<file path="config.mk">
export PLATFORM = sky130hd
export DESIGN_NAME = row_dirty_span_tracker
export DESIGN_NICKNAME = d
export VERILOG_FILES = /design/src/rtl/core/rdst_pkg.sv /design/src/rtl/core/rdst_front.sv /design/src/rtl/core/rdst_queue.sv /design/src/rtl/core/rdst_back.sv /design/src/rtl/core/row_dirty_span_tracker.sv
export VERILOG_INCLUDE_DIRS = /design/src /design/src/rtl/core
export SDC_FILE = /design/constraint.sdc
export NUM_CORES = 2
export LEC_CHECK = 0
export ABC_CLOCK_PERIOD_IN_PS = 6400
export BUFFER_PORTS_ARGS = -buffer_cell sky130_fd_sc_hd__buf_2
export CORE_MARGIN = 2
export CORE_UTILIZATION = 50
export DETAILED_ROUTE_END_ITERATION = 8
export PLACE_DENSITY = 0.65
export SKIP_CTS_REPAIR_TIMING = 1
export SYNTH_ARGS = -nofsm -noshare
export SYNTH_HDL_FRONTEND = slang
export SYNTH_SLANG_ARGS = --single-unit
</file>
<file path="constraint.sdc">
create_clock -name clk -period 6.4 [get_ports clk]
set_input_delay 1.92 -clock clk [delete_from_list [all_inputs] [get_ports clk]]
set_output_delay 1.92 -clock clk [all_outputs]
set_load 0.01 [all_outputs]
</file>
<file path="src/rtl/core/row_dirty_span_tracker_assert.svh">
// ----------------------------------------------------------------------------
// row dirty span tracker assertion macros
// concurrent checks clocked on clk, held off while rst_n is low
// ----------------------------------------------------------------------------
`ifndef ROW_DIRTY_SPAN_TRACKER_ASSERT_SVH
`define ROW_DIRTY_SPAN_TRACKER_ASSERT_SVH

// same-cycle implication
`define RDST_ASSERT_NOW(lbl, ante, cons, msg) \
  lbl: assert property (@(posedge clk) disable iff (!rst_n) (ante) |-> (cons)) \
    else $error(msg);

// next-cycle implication
`define RDST_ASSERT_NEXT(lbl, ante, cons, msg) \
  lbl: assert property (@(posedge clk) disable iff (!rst_n) (ante) |=> (cons)) \
    else $error(msg);

`endif

</file>
<file path="src/rtl/core/rdst_pkg.sv">
// ----------------------------------------------------------------------------
// rdst_pkg
// shared types and constants of the row dirty span tracker
// ----------------------------------------------------------------------------
`timescale 1ns / 1ps

package rdst_pkg;

  localparam int OP_W        = 2;
  localparam int ROW_W       = 5;
  localparam int COL_W       = 7;
  localparam int MD_W        = 4;
  localparam int QUEUE_DEPTH = 2;
  localparam int QPTR_W      = 1;

  typedef enum logic [OP_W-1:0] {
    OP_MARK  = 2'd0,
    OP_FLUSH = 2'd1,
    OP_CLEAR = 2'd2,
    OP_NONE  = 2'd3
  } op_code_t;

  typedef struct packed {
    logic [OP_W-1:0]  op;
    logic [ROW_W-1:0] row;
    logic [COL_W-1:0] span_start;
    logic [COL_W-1:0] span_end;
  } in_item_t;

  typedef struct packed {
    logic [COL_W-1:0] out_left;
    logic [COL_W-1:0] out_right;
    logic             out_valid;
    logic             out_last;
  } out_item_t;

  typedef struct packed {
    op_code_t         kind;
    logic             row_ok;
    logic [ROW_W-1:0] row;
    logic [COL_W-1:0] left;
    logic [COL_W-1:0] right;
  } cmd_t;

  typedef struct packed {
    logic full;
    logic empty;
  } q_status_t;

  typedef enum logic [2:0] {
    BK_IDLE,
    BK_LOAD,
    BK_SCAN,
    BK_WRITE,
    BK_EMIT,
    BK_EMPTY
  } back_state_t;

endpackage

</file>
<file path="src/rtl/core/rdst_front.sv">
// ----------------------------------------------------------------------------
// rdst_front
// accepts input beats, clamps and orders the span, checks the row and drops
// beats that have no effect
// ----------------------------------------------------------------------------
`timescale 1ns / 1ps

module rdst_front #(
  parameter int ROWS = 32,
  parameter int COLS = 80
) (
  input  logic                 in_valid,
  output logic                 in_stall,
  input  rdst_pkg::in_item_t   in_data,
  input  rdst_pkg::q_status_t  q_status,
  output logic                 q_push,
  output rdst_pkg::cmd_t       q_cmd
);

  localparam int LW = 9;

  logic [LW-1:0]                lim;
  logic [rdst_pkg::COL_W-1:0]   sat_a;
  logic [rdst_pkg::COL_W-1:0]   sat_b;
  logic                         row_ok;
  logic                         keep;
  rdst_pkg::op_code_t           kind;

  assign lim    = LW'(COLS - 1);
  assign sat_a  = (LW'(in_data.span_start) > lim) ? lim[rdst_pkg::COL_W-1:0]
                                                  : in_data.span_start;
  assign sat_b  = (LW'(in_data.span_end) > lim) ? lim[rdst_pkg::COL_W-1:0]
                                                : in_data.span_end;
  assign row_ok = LW'(in_data.row) < LW'(ROWS);
  assign kind   = rdst_pkg::op_code_t'(in_data.op);

  always_comb begin
    case (kind)
      rdst_pkg::OP_FLUSH: keep = 1'b1;
      rdst_pkg::OP_MARK,
      rdst_pkg::OP_CLEAR: keep = row_ok;
      default:            keep = 1'b0;
    endcase
  end

  assign in_stall     = q_status.full;
  assign q_push       = in_valid && !q_status.full && keep;
  assign q_cmd.kind   = kind;
  assign q_cmd.row_ok = row_ok;
  assign q_cmd.row    = in_data.row;
  assign q_cmd.left   = (sat_a > sat_b) ? sat_b : sat_a;
  assign q_cmd.right  = (sat_a > sat_b) ? sat_a : sat_b;

endmodule

</file>
<file path="src/rtl/core/rdst_queue.sv">
// ----------------------------------------------------------------------------
// rdst_queue
// short command queue between the front and the back end
// ----------------------------------------------------------------------------
`timescale 1ns / 1ps

module rdst_queue (
  input  logic                 clk,
  input  logic                 rst_n,
  input  logic                 push,
  input  rdst_pkg::cmd_t       push_cmd,
  input  logic                 pop,
  output rdst_pkg::cmd_t       pop_cmd,
  output rdst_pkg::q_status_t  status
);

  rdst_pkg::cmd_t                 buf_r [rdst_pkg::QUEUE_DEPTH];
  logic [rdst_pkg::QPTR_W-1:0]    wr_ptr_r;
  logic [rdst_pkg::QPTR_W-1:0]    wr_ptr_nxt;
  logic [rdst_pkg::QPTR_W-1:0]    rd_ptr_r;
  logic [rdst_pkg::QPTR_W-1:0]    rd_ptr_nxt;
  logic [rdst_pkg::QPTR_W:0]      count_r;
  logic [rdst_pkg::QPTR_W:0]      count_nxt;

  assign status.full  = count_r == (rdst_pkg::QPTR_W+1)'(rdst_pkg::QUEUE_DEPTH);
  assign status.empty = count_r == '0;
  assign pop_cmd      = buf_r[rd_ptr_r];

  always_comb begin
    wr_ptr_nxt = push ? wr_ptr_r + 1'b1 : wr_ptr_r;
    rd_ptr_nxt = pop ? rd_ptr_r + 1'b1 : rd_ptr_r;
    count_nxt  = count_r + (rdst_pkg::QPTR_W+1)'(push) - (rdst_pkg::QPTR_W+1)'(pop);
  end

  always_ff @(posedge clk) begin
    if (!rst_n) begin
      wr_ptr_r <= '0;
      rd_ptr_r <= '0;
      count_r  <= '0;
    end else begin
      wr_ptr_r <= wr_ptr_nxt;
      rd_ptr_r <= rd_ptr_nxt;
      count_r  <= count_nxt;
    end
  end

  always_ff @(posedge clk) begin
    if (push) begin
      buf_r[wr_ptr_r] <= push_cmd;
    end
  end

endmodule

</file>
<file path="src/rtl/core/rdst_back.sv">
// ----------------------------------------------------------------------------
// rdst_back
// row table memory, entry-by-entry mark scan, flush emission and the
// output register
// ----------------------------------------------------------------------------
`timescale 1ns / 1ps

module rdst_back #(
  parameter int ROWS          = 32,
  parameter int SPANS_PER_ROW = 4
) (
  input  logic                      clk,
  input  logic                      rst_n,
  input  logic [rdst_pkg::MD_W-1:0] merge_dist,
  input  rdst_pkg::q_status_t       q_status,
  input  rdst_pkg::cmd_t            pop_cmd,
  output logic                      q_pop,
  output logic                      out_valid,
  input  logic                      out_stall,
  output rdst_pkg::out_item_t       out_data
);

  localparam int S  = SPANS_PER_ROW;
  localparam int SW = (S > 1) ? $clog2(S) : 1;
  localparam int RW = (ROWS > 1) ? $clog2(ROWS) : 1;
  localparam int CW = rdst_pkg::COL_W;
  localparam int CX = CW + 1;

  typedef logic [S-1:0][CW-1:0] col_vec_t;

  typedef struct packed {
    logic [S-1:0] used;
    col_vec_t     left;
    col_vec_t     right;
  } row_word_t;

  row_word_t              mem [ROWS];
  row_word_t              rd_word_r;
  row_word_t              wr_word;
  logic [ROWS-1:0]        row_valid_r;
  logic                   rd_valid_r;

  rdst_pkg::back_state_t  state_r;
  rdst_pkg::back_state_t  state_nxt;
  rdst_pkg::cmd_t         cmd_r;

  logic [SW-1:0]          k_r;
  logic [SW-1:0]          k_nxt;
  logic [S-1:0]           wk_used_r;
  logic [S-1:0]           wk_used_nxt;
  col_vec_t               wk_left_r;
  col_vec_t               wk_left_nxt;
  col_vec_t               wk_right_r;
  col_vec_t               wk_right_nxt;
  logic [CW-1:0]          lft_r;
  logic [CW-1:0]          lft_nxt;
  logic [CW-1:0]          rgt_r;
  logic [CW-1:0]          rgt_nxt;
  logic                   found_r;
  logic                   found_nxt;
  logic [SW-1:0]          fpos_r;
  logic [SW-1:0]          fpos_nxt;
  logic                   free_ok_r;
  logic                   free_ok_nxt;
  logic [SW-1:0]          free_idx_r;
  logic [SW-1:0]          free_idx_nxt;

  logic                   out_valid_r;
  logic                   out_valid_nxt;
  rdst_pkg::out_item_t    out_data_r;
  rdst_pkg::out_item_t    out_data_nxt;

  logic [RW-1:0]          rd_idx;
  logic [RW-1:0]          cmd_idx;
  logic [S-1:0]           base_used;
  logic                   k_last;
  logic                   can_load;
  logic                   emit;
  logic                   mem_we;
  logic                   rv_set;
  logic                   rv_clr;
  logic [RW-1:0]          rv_clr_idx;
  logic                   above_any;
  logic [CW-1:0]          cur_l;
  logic [CW-1:0]          cur_r;
  logic                   skip;
  logic                   touch;

  assign rd_idx    = pop_cmd.row_ok ? RW'(pop_cmd.row) : '0;
  assign cmd_idx   = cmd_r.row_ok ? RW'(cmd_r.row) : '0;
  assign base_used = (rd_valid_r && cmd_r.row_ok) ? rd_word_r.used : '0;
  assign k_last    = k_r == SW'(S - 1);
  assign can_load  = !out_valid_r || !out_stall;
  assign cur_l     = wk_left_r[k_r];
  assign cur_r     = wk_right_r[k_r];
  assign skip      = found_r && (fpos_r == k_r);
  assign touch     = !((({1'b0, rgt_r} + CX'(merge_dist)) < {1'b0, cur_l}) ||
                       ({1'b0, lft_r} > ({1'b0, cur_r} + CX'(merge_dist))));

  assign out_valid = out_valid_r;
  assign out_data  = out_data_r;

  always_comb begin
    above_any = 1'b0;
    for (int j = 0; j < S; j++) begin
      if ((SW'(j) > k_r) && wk_used_r[j]) begin
        above_any = 1'b1;
      end
    end
  end

  // next state
  always_comb begin
    state_nxt = state_r;
    case (state_r)
      rdst_pkg::BK_IDLE: begin
        if (!q_status.empty && (pop_cmd.kind != rdst_pkg::OP_CLEAR)) begin
          state_nxt = rdst_pkg::BK_LOAD;
        end
      end
      rdst_pkg::BK_LOAD: begin
        if (cmd_r.kind == rdst_pkg::OP_MARK) begin
          state_nxt = rdst_pkg::BK_SCAN;
        end else if (base_used == '0) begin
          state_nxt = rdst_pkg::BK_EMPTY;
        end else begin
          state_nxt = rdst_pkg::BK_EMIT;
        end
      end
      rdst_pkg::BK_SCAN: begin
        if (k_last) begin
          state_nxt = rdst_pkg::BK_WRITE;
        end
      end
      rdst_pkg::BK_WRITE: begin
        state_nxt = rdst_pkg::BK_IDLE;
      end
      rdst_pkg::BK_EMIT: begin
        if (k_last && (!wk_used_r[k_r] || can_load)) begin
          state_nxt = rdst_pkg::BK_IDLE;
        end
      end
      rdst_pkg::BK_EMPTY: begin
        if (can_load) begin
          state_nxt = rdst_pkg::BK_IDLE;
        end
      end
      default: state_nxt = rdst_pkg::BK_IDLE;
    endcase
  end

  // outputs and datapath
  always_comb begin
    q_pop        = 1'b0;
    emit         = 1'b0;
    mem_we       = 1'b0;
    rv_set       = 1'b0;
    rv_clr       = 1'b0;
    rv_clr_idx   = cmd_idx;
    wr_word      = '{used: wk_used_r, left: wk_left_r, right: wk_right_r};
    out_data_nxt = out_data_r;
    k_nxt        = k_r;
    wk_used_nxt  = wk_used_r;
    wk_left_nxt  = wk_left_r;
    wk_right_nxt = wk_right_r;
    lft_nxt      = lft_r;
    rgt_nxt      = rgt_r;
    found_nxt    = found_r;
    fpos_nxt     = fpos_r;
    free_ok_nxt  = free_ok_r;
    free_idx_nxt = free_idx_r;

    case (state_r)
      rdst_pkg::BK_IDLE: begin
        if (!q_status.empty) begin
          q_pop = 1'b1;
          if (pop_cmd.kind == rdst_pkg::OP_CLEAR) begin
            rv_clr     = pop_cmd.row_ok;
            rv_clr_idx = rd_idx;
          end
        end
      end
      rdst_pkg::BK_LOAD: begin
        k_nxt        = '0;
        wk_used_nxt  = base_used;
        wk_left_nxt  = rd_word_r.left;
        wk_right_nxt = rd_word_r.right;
        lft_nxt      = cmd_r.left;
        rgt_nxt      = cmd_r.right;
        found_nxt    = 1'b0;
        fpos_nxt     = '0;
        free_ok_nxt  = 1'b0;
        free_idx_nxt = '0;
        if (cmd_r.kind == rdst_pkg::OP_MARK) begin
          if (&base_used) begin
            // full row, entry 0 absorbs the span first
            lft_nxt   = (cmd_r.left < rd_word_r.left[0]) ? cmd_r.left : rd_word_r.left[0];
            rgt_nxt   = (cmd_r.right > rd_word_r.right[0]) ? cmd_r.right
                                                           : rd_word_r.right[0];
            found_nxt = 1'b1;
          end
        end else begin
          rv_clr = cmd_r.row_ok;
        end
      end
      rdst_pkg::BK_SCAN: begin
        k_nxt = k_r + 1'b1;
        if (!skip) begin
          if (!wk_used_r[k_r]) begin
            free_ok_nxt  = 1'b1;
            free_idx_nxt = k_r;
          end else if (touch) begin
            lft_nxt = (cur_l < lft_r) ? cur_l : lft_r;
            rgt_nxt = (cur_r > rgt_r) ? cur_r : rgt_r;
            if (found_r) begin
              wk_used_nxt[k_r] = 1'b0;
            end else begin
              found_nxt = 1'b1;
              fpos_nxt  = k_r;
            end
          end
        end
      end
      rdst_pkg::BK_WRITE: begin
        mem_we = 1'b1;
        rv_set = 1'b1;
        if (found_r) begin
          wr_word.left[fpos_r]  = lft_r;
          wr_word.right[fpos_r] = rgt_r;
        end else if (free_ok_r) begin
          wr_word.left[free_idx_r]  = lft_r;
          wr_word.right[free_idx_r] = rgt_r;
          wr_word.used[free_idx_r]  = 1'b1;
        end
      end
      rdst_pkg::BK_EMIT: begin
        if (!wk_used_r[k_r]) begin
          k_nxt = k_r + 1'b1;
        end else if (can_load) begin
          emit         = 1'b1;
          k_nxt        = k_r + 1'b1;
          out_data_nxt = '{out_left: cur_l, out_right: cur_r,
                           out_valid: 1'b1, out_last: !above_any};
        end
      end
      rdst_pkg::BK_EMPTY: begin
        if (can_load) begin
          emit         = 1'b1;
          out_data_nxt = '{out_left: '0, out_right: '0,
                           out_valid: 1'b0, out_last: 1'b1};
        end
      end
      default: begin
        q_pop = 1'b0;
      end
    endcase

    if (emit) begin
      out_valid_nxt = 1'b1;
    end else if (!out_stall) begin
      out_valid_nxt = 1'b0;
    end else begin
      out_valid_nxt = out_valid_r;
    end
  end

  always_ff @(posedge clk) begin
    if (!rst_n) begin
      state_r     <= rdst_pkg::BK_IDLE;
      out_valid_r <= 1'b0;
      row_valid_r <= '0;
    end else begin
      state_r     <= state_nxt;
      out_valid_r <= out_valid_nxt;
      if (rv_clr) begin
        row_valid_r[rv_clr_idx] <= 1'b0;
      end
      if (rv_set) begin
        row_valid_r[cmd_idx] <= 1'b1;
      end
    end
  end

  always_ff @(posedge clk) begin
    if (q_pop) begin
      cmd_r      <= pop_cmd;
      rd_valid_r <= row_valid_r[rd_idx];
    end
    out_data_r <= out_data_nxt;
    k_r        <= k_nxt;
    wk_used_r  <= wk_used_nxt;
    wk_left_r  <= wk_left_nxt;
    wk_right_r <= wk_right_nxt;
    lft_r      <= lft_nxt;
    rgt_r      <= rgt_nxt;
    found_r    <= found_nxt;
    fpos_r     <= fpos_nxt;
    free_ok_r  <= free_ok_nxt;
    free_idx_r <= free_idx_nxt;
  end

  // row table memory
  always_ff @(posedge clk) begin
    if (mem_we) begin
      mem[cmd_idx] <= wr_word;
    end
    if (q_pop) begin
      rd_word_r <= mem[rd_idx];
    end
  end

endmodule

</file>
<file path="src/rtl/core/row_dirty_span_tracker.sv">
// ----------------------------------------------------------------------------
// row_dirty_span_tracker
// per-row dirty column span table with mark, flush and clear operations
// ----------------------------------------------------------------------------
// The front end takes one beat per cycle while the two-entry command queue
// is not full (in_stall is raised when it is), so beats are accepted while
// the back end is busy. The back end handles one command at a time: a mark
// reads the row word, compares one span entry per cycle and writes the row
// word back; a flush of a row that holds spans gives one result beat per
// used entry, waiting while the result channel stalls; a flush of an empty
// row gives a single empty beat; a clear is done as it is popped from the
// queue. Mark and flush time is set by the sequential entry scan over the
// row word held in the single-port row memory. Rows are tracked by one valid
// bit each, so there is no clearing pass after reset. Marks, clears with a
// row past ROWS and the unused opcode are dropped at the front end.
`timescale 1ns / 1ps

`include "row_dirty_span_tracker_assert.svh"

module row_dirty_span_tracker #(
  parameter int ROWS          = 32,
  parameter int COLS          = 80,
  parameter int SPANS_PER_ROW = 4
) (
  input  logic                      clk,
  input  logic                      rst_n,
  input  logic                      cfg_wr_en,
  input  logic [rdst_pkg::MD_W-1:0] cfg_wr_data,
  input  logic                      in_valid,
  output logic                      in_stall,
  input  rdst_pkg::in_item_t        in_data,
  output logic                      out_valid,
  input  logic                      out_stall,
  output rdst_pkg::out_item_t       out_data
);

  logic [rdst_pkg::MD_W-1:0] merge_dist_r;
  logic [rdst_pkg::MD_W-1:0] merge_dist_nxt;
  rdst_pkg::q_status_t       q_status;
  rdst_pkg::cmd_t            push_cmd;
  rdst_pkg::cmd_t            pop_cmd;
  logic                      q_push;
  logic                      q_pop;

  assign merge_dist_nxt = cfg_wr_en ? cfg_wr_data : merge_dist_r;

  always_ff @(posedge clk) begin
    if (!rst_n) begin
      merge_dist_r <= rdst_pkg::MD_W'(1);
    end else begin
      merge_dist_r <= merge_dist_nxt;
    end
  end

  rdst_front #(
    .ROWS (ROWS),
    .COLS (COLS)
  ) u_front (
    .in_valid (in_valid),
    .in_stall (in_stall),
    .in_data  (in_data),
    .q_status (q_status),
    .q_push   (q_push),
    .q_cmd    (push_cmd)
  );

  rdst_queue u_queue (
    .clk      (clk),
    .rst_n    (rst_n),
    .push     (q_push),
    .push_cmd (push_cmd),
    .pop      (q_pop),
    .pop_cmd  (pop_cmd),
    .status   (q_status)
  );

  rdst_back #(
    .ROWS          (ROWS),
    .SPANS_PER_ROW (SPANS_PER_ROW)
  ) u_back (
    .clk        (clk),
    .rst_n      (rst_n),
    .merge_dist (merge_dist_r),
    .q_status   (q_status),
    .pop_cmd    (pop_cmd),
    .q_pop      (q_pop),
    .out_valid  (out_valid),
    .out_stall  (out_stall),
    .out_data   (out_data)
  );

  `RDST_ASSERT_NOW(a_empty_is_last, out_valid && !out_data.out_valid, out_data.out_last, "empty flush beat without last")
  `RDST_ASSERT_NOW(a_empty_zero_cols, out_valid && !out_data.out_valid, (out_data.out_left == '0) && (out_data.out_right == '0), "empty flush beat with nonzero columns")
  `RDST_ASSERT_NOW(a_span_ordered, out_valid && out_data.out_valid, out_data.out_left <= out_data.out_right, "emitted span with left above right")
  `RDST_ASSERT_NEXT(a_push_fills, q_push, !q_status.empty, "command queue empty after a push")

endmodule

</file>
== Word level (Yosys, flattened, before mapping) ==
Memories as Yosys holds them, arrays and structs flattened. A register that Yosys moved wholly into a read port is not among the register bits.
Cells that the tools add are included.

* Memories kept: 2
* Word-level logic and storage cells: 259
* Input port bits: 30
* Bits in registers: 165
* RAM bits: 1962

{| class="wikitable"
|+ Memory list
! name !! depth !! width !! read ports !! clocked after Yosys merged registers in !! write ports !! RTL line !! text
|-
| u_back.mem || 32 || 60 || 1 || 1 || 1 || rdst_back.sv:37 || <nowiki>row_word_t mem [ROWS];</nowiki>
|-
| u_queue.buf_r || 2 || 21 || 1 || 1 || 1 || rdst_queue.sv:17 || <nowiki>rdst_pkg::cmd_t buf_r [rdst_pkg::QUEUE_DEPTH];</nowiki>
|}

* Eq/ne operators: 28
* Add/subtract/negate cells: 7
* Bitwise logic cells: 6
* $lt $le $gt $ge: 24
* Multiplexer cells: 116
* Reductions and logical operators: 43

{| class="wikitable"
|+ Operators by type and width
! kind !! count
|-
| $mux 7 || 22
|-
| $mux 60 || 2
|-
| $bwmux 28 || 4
|-
| $mux 32 || 3
|-
| $mux 56 || 1
|-
| $mux 16 || 3
|-
| $mux 1 || 35
|-
| $and 32x32->32 || 1
|-
| $not 32->32 || 1
|-
| $or 32x32->32 || 1
|-
| $pmux 16 s2 || 1
|-
| $bmux 7 s2 || 2
|-
| $demux 7 s2 || 2
|-
| $pmux 7 s2 || 2
|-
| $mux 5 || 5
|-
| $mux 4 || 6
|-
| $ne 2x1->1 const B || 11
|-
| $gt 7x7->1 || 3
|-
| $reduce_and 5->1 || 4
|-
| $lt 5x6->1 const B || 3
|-
| $add 7x4->8 || 2
|-
| $mux 2 || 8
|-
| $reduce_and 4->1 || 4
|-
| $logic_and 1x1->1 || 15
|-
| other kinds (44) || 83
|}

== Depth between registers and ports, before layout ==
* Depth after elaboration: 14
* Mapped depth: 16
* Mapped depth without buffers: 14

== Modules after synthesis ==
A second synthesis with hierarchy kept.

* Cells, all modules: 4353
* Area total of the unflattened synthesis: 85829.8 um2

{| class="wikitable"
|+ By module, submodules not included
! module !! area an instance (um2) !! seq. area each (um2) !! times used !! cells each
|-
| rdst_back || 83368.7 || 63811.2 || 1 || 4183
|-
| rdst_queue || 1816.7 || 1421.4 || 1 || 89
|-
| rdst_front || 496.7 || 0.0 || 1 || 68
|-
| row_dirty_span_tracker || 147.6 || 80.1 || 1 || 13
|}

== Worst setup path after synthesis ==
No wires, ideal clock.

* Kind: register to register
* Start: register u_back.state_r[1]
* End: register u_queue.count_r[1] (netlist name)
* Clock period less this slack: 5.670 ns
* Setup time: 0.115 ns
* Cell stages (with the launch flop): 10
* Slack: 0.730 ns
* Data required time: 6.285 ns
* Data arrival time: 5.555 ns
* Cells stage by stage: dfxtp_1 clkbuf_1 or3_1 nor2_1 ha_1 inv_1 ha_1 xnor2_1 xnor2_1 and2_1

* Longest elaborated chain between the ends: 3

{| class="wikitable"
|+ RTL lines
! item !! RTL line !! text
|-
| start, declared || rdst_back.sv:43 || <nowiki>rdst_pkg::back_state_t state_r;</nowiki>
|-
| start signal, assigned || rdst_back.sv:269 || <nowiki>state_r <= rdst_pkg::BK_IDLE;</nowiki>
|-
| start signal, assigned || rdst_back.sv:273 || <nowiki>state_r <= state_nxt;</nowiki>
|-
| $logic_not 3->1 || rdst_back.sv:173 || <nowiki>case (state_r)</nowiki>
|-
| $mux 1 || rdst_back.sv:173 ||
|-
| net q_pop || row_dirty_span_tracker.sv:43 || <nowiki>logic q_pop;</nowiki>
|-
| $sub 2x1->2 || rdst_queue.sv:32 || <nowiki>count_nxt = count_r + (rdst_pkg::QPTR_W+1)'(push) - (rdst_pkg::QPTR_W+1)'(pop);</nowiki>
|-
| end signal, assigned || rdst_queue.sv:43 || <nowiki>count_r <= count_nxt;</nowiki>
|-
| end, declared || rdst_queue.sv:22 || <nowiki>logic [rdst_pkg::QPTR_W:0] count_r;</nowiki>
|}

The timed path passes the listed nets, and every way through them passes these cells.
A chain may end at the register's enable or synchronous reset.

== Final worst setup path ==
* Start: register u_back.k_r[0]
* End: register u_back.lft_r[5], enable pin

* Longest elaborated chain between the ends: 7
* Elaborated cells on any way between the ends: 18
* Classes of those cells: add/sub: 1; order compare: 3; eq/ne: 5; mux: 6; reduce/logical: 3

{| class="wikitable"
|+ RTL lines
! item !! RTL line !! text
|-
| start, declared || rdst_back.sv:47 || <nowiki>logic [SW-1:0] k_r;</nowiki>
|-
| start signal, assigned || rdst_back.sv:290 || <nowiki>k_r <= k_nxt;</nowiki>
|-
| $bmux 7 s2 || rdst_back.sv:95 || <nowiki>assign cur_r = wk_right_r[k_r];</nowiki>
|-
| $mux 7 (implied by the code) || rdst_back.sv:95 ||
|-
| net u_back.cur_r[0] || rdst_back.sv:85 || <nowiki>logic [CW-1:0] cur_r;</nowiki>
|-
| $add 7x4->8 || rdst_back.sv:98 || <nowiki>({1'b0, lft_r} > ({1'b0, cur_r} + CX'(merge_dist))));</nowiki>
|-
| $gt 7x8->1 || rdst_back.sv:98 ||
|-
| $logic_or 1x1->1 || rdst_back.sv:97 || <nowiki>assign touch = !((({1'b0, rgt_r} + CX'(merge_dist)) < {1'b0, cur_l}) ||</nowiki>
|-
| $ne 2x2->1 (no line) || -- ||
|-
| $reduce_and 5->1 (no line) || -- ||
|-
| end signal, assigned || rdst_back.sv:294 || <nowiki>lft_r <= lft_nxt;</nowiki>
|-
| end, declared || rdst_back.sv:55 || <nowiki>logic [CW-1:0] lft_r;</nowiki>
|}

The timed path passes the listed nets, and every way through them passes these cells. The select of a mux whose other input is x is not followed.

==> flow_summary.ini <==
[drt]
vias = 55900
first_pass_iters = 9
drt_wl_total_um = 257000
ant_nets = 0
wl_per_cell_um = 29.4
via_per_inst = 6.41
drt_iter0_markers = 8904
drcViolationCount = 0

[grt]
grt_pass1_wl_um = 367000
grt_overflow_total = 0
grt_pass1_vias = 52500
grt_max_degree = 188
antenna_found_initial = 8
grt_use_total_pct = 28.0

[clock_tree]
cts_root_buf = clkbuf_16
clk_pin_slew_ns = 0.06
cts_sinks = 2187
cts_tree = done
clock_path_buffers = 3
clk_latency_ns = 0.89
cts_buffers = 212
htree_levels = 4

[worst_setup_path]
cp_data_required_time_ns = 6.88
reg2reg_from = u_back.k_r[0]
worstRegToRegCells = 14
r2r_end = u_back.lft_r[5]
cp_slowest_stage_delay_ns = 0.82
worstSetupStartpointType = flop
slowest_stage = o31ai_1
rrSetupSlack_ns = 1.14
crit_chain = mux4_2 > ha_1 > fa_1 > a21o_1 > a21oi_1 > nor2_1 > xnor2_1 > ha_1 > nand4_1 > a21oi_1 > or3_1 > a32o_1 > or2_1 > o31ai_1
cp.arrival_ns = 5.74
critPathKind = reg -> reg
worstPathMaxFanout = 10
crit_path_end_kind = flop

[sta]
hold_violations = 0
timing.setup.tns_ns = 0
final_max_slew_viol_count = 0
rsz0062_at_grt = no
period_needed_ns = 5.26
worst_slew_margin_rel_pct = 17.5
fin_skew_ns = 0.0553
fmax_ghz = 0.190
finalCritPeriodShare_pct = 82.2
finalSetupViolCount = 0
max_slew.worst_pin.slew_ns = 1.24

[placement]
hpwl_um = 135000
place_congestion = 0.930
placedCellCount = 8327
io_buffers = 47

[floorplanning]
die_x_um = 425
start_util_pct = 50.3
rows = 154
die-area_um2 = 181000
core_um2 = 176000
die_h_um = 425
pin_count = 48

[pwr]
p_int_mw = 27.4
switching_power_mw = 12.4
power_mw = 39.8
p_leak_nw = 32.6
p_clk_share_pct = 31.4
combPwrFrac_pct = 21.7
switching_share_pct = 31.3
vdd_drop_max_mv = 0.311
seqPwrFrac_pct = 47.0
power_density_nw_per_um2 = 403

[hold_path]
hp-class = reg -> reg
min_from = u_back.rd_word_r[38]
min_to = u_back.wk_left_r[10]
whs_path_depth = 0

[synth]
yosysUniqueCellTypes = 70
yosysSeqAreaShare_pct = 73.6
synthFlopType = edfxtp_1
yosysWarnings = 0
synth-seq-cells = 2187
async_flop_share_pct = 0
synth_edf_count = 2142
syn_nets = 6287
syn_avg_cell_area_um2 = 14.3
synthCells = 6195
syn-cell-area_um2 = 88700

[finish]
final_nets = 6293
final_cell_mix = edfxtp_1 (2142), nand2_1 (1205), a21oi_1 (514), nand3_1 (440), clkbuf_16 (214)
final_util_pct = 56.0
fin_cells = 8724
layout_commonest_cell = edfxtp_1
area_growth_pct = 11.3
drive_gt1_share_pct = 11.5

[outcome]
status = complete, no violations

[job]
maxCapViolCount = 0
==> worst max-delay path: cells and delay by family, from the launching register on <==
family | cells | cell delay, ns
XOR/XNOR | 1 | 0.13
adder cells (fa/ha/maj) | 3 | 0.97
flip-flops | 1 | 0.73
AO/OA/AOI/OAI | 5 | 1.53
AND/OR/NAND/NOR | 4 | 0.83
multiplexers | 1 | 0.66
==> cell usage after synthesis (15+ instances only) <==
cell type | n | area (um2)
nor3_1 | 36 | 180
nand3_1 | 440 | 2200
nor4_1 | 61 | 382
buf_2 | 176 | 881
a21oi_1 | 515 | 2580
or3_1 | 56 | 350
a211oi_1 | 67 | 503
nand2_1 | 1207 | 4530
ha_1 | 60 | 751
o211ai_1 | 18 | 135
buf_1 | 25 | 93.8
dfxtp_1 | 45 | 901
o221ai_1 | 15 | 131
a22oi_1 | 124 | 931
mux2_2 | 73 | 822
nand2b_1 | 107 | 669
o21ai_0 | 44 | 220
o22ai_1 | 129 | 807
edfxtp_1 | 2142 | 64300
a31oi_1 | 79 | 494
o21a_1 | 37 | 278
mux2i_1 | 69 | 691
inv_1 | 61 | 229
clkbuf_1 | 157 | 589
or4_1 | 52 | 390
nor2_1 | 109 | 409
mux4_2 | 128 | 2880
==> final cells by class <==
type	count	area (um2)
clock inverter	132	1380
inverter	66	278
timing repair buffer	168	1420
multi-input combinational	3566	21900
tap	2340	2930
clock buffer	263	5570
fill	13800	77400
sequential	2187	65200
antenna	2	5.00
==> kinds of logic after synthesis <==
group	after synthesis	share of synthesized area, %
and+or+nand+nor	2128	10.7
adders and majority gates	62	0.892
AOI/OAI and AO/OA	1089	7.44
muxes	272	5.00
xor gates and xnor gates	15	0.148
DFF	2187	73.6
buffers and inverters	442	2.21
==> routing by layer <==
metal  up-vias  GRT usage (%)  wire (um)
met5         -              0         27
met4         4           9.69       8850
met3       497           5.38      28900
met2      3420           42.8     117000
met1     28400           40.6     102000
li1      23600              -          -
==> flip-flops by register name, summed over array words and instances, names as in the netlist, 3 cells and up, named ones only <==
signal and cells:
u_back.row_valid_r 32, u_back.wk_right_r 28, u_back.state_r 3, u_back.cmd_r 21
u_queue.buf_r 42, u_back.out_data 16, merge_dist_r 4, u_back.lft_r 7
u_back.wk_used_r 4, u_back.rgt_r 7, u_back.mem 1920, u_back.wk_left_r 28
u_back.rd_word_r 60
==> power groups by stage <==
stage          Combinational, mW  Sequential [mW]  Clock [mW]
2_1_floorplan               5.67             18.4           0
6_report                    8.62             18.7        12.5
3_3_place_gp                8.28             18.9           0
5_1_grt                     9.27             18.7        13.2
4_1_cts                     8.47             18.6        12.6
3_5_place_dp                8.43             18.9           0
==> how the worst max path moves through the flow <==
stage / startpoint / to / slack, ns / cells after the start
after floorplan: u_back.state_r[1] / u_queue.count_r[1] / 0.73 / 9
after global placement: u_back.k_r[0] / u_back.lft_r[5] / 1.22 / 13
after detailed placement: u_back.k_r[0] / u_back.lft_r[1] / 1.12 / 14
after CTS: u_back.k_r[0] / u_back.lft_r[3] / 1.11 / 14
after global routing: u_back.k_r[0] / u_back.lft_r[2] / 0.74 / 13
final: u_back.k_r[0] / u_back.lft_r[5] / 1.14 / 14
==> stage by stage <==
stage | cell area, um2 | hold slack (ns) | worst slack [ns]
after CTS | 98700 | 0.422 | 1.11
after global routing | 98700 | 0.434 | 0.745
after detailed placement | 91700 | 0.405 | 1.12
after floorplan | 88700 | 0.400 | 0.730
final | 98700 | 0.421 | 1.14
after global placement | 91700 | 0.403 | 1.22
No activity file was read; power rests on OpenSTA's default activity.
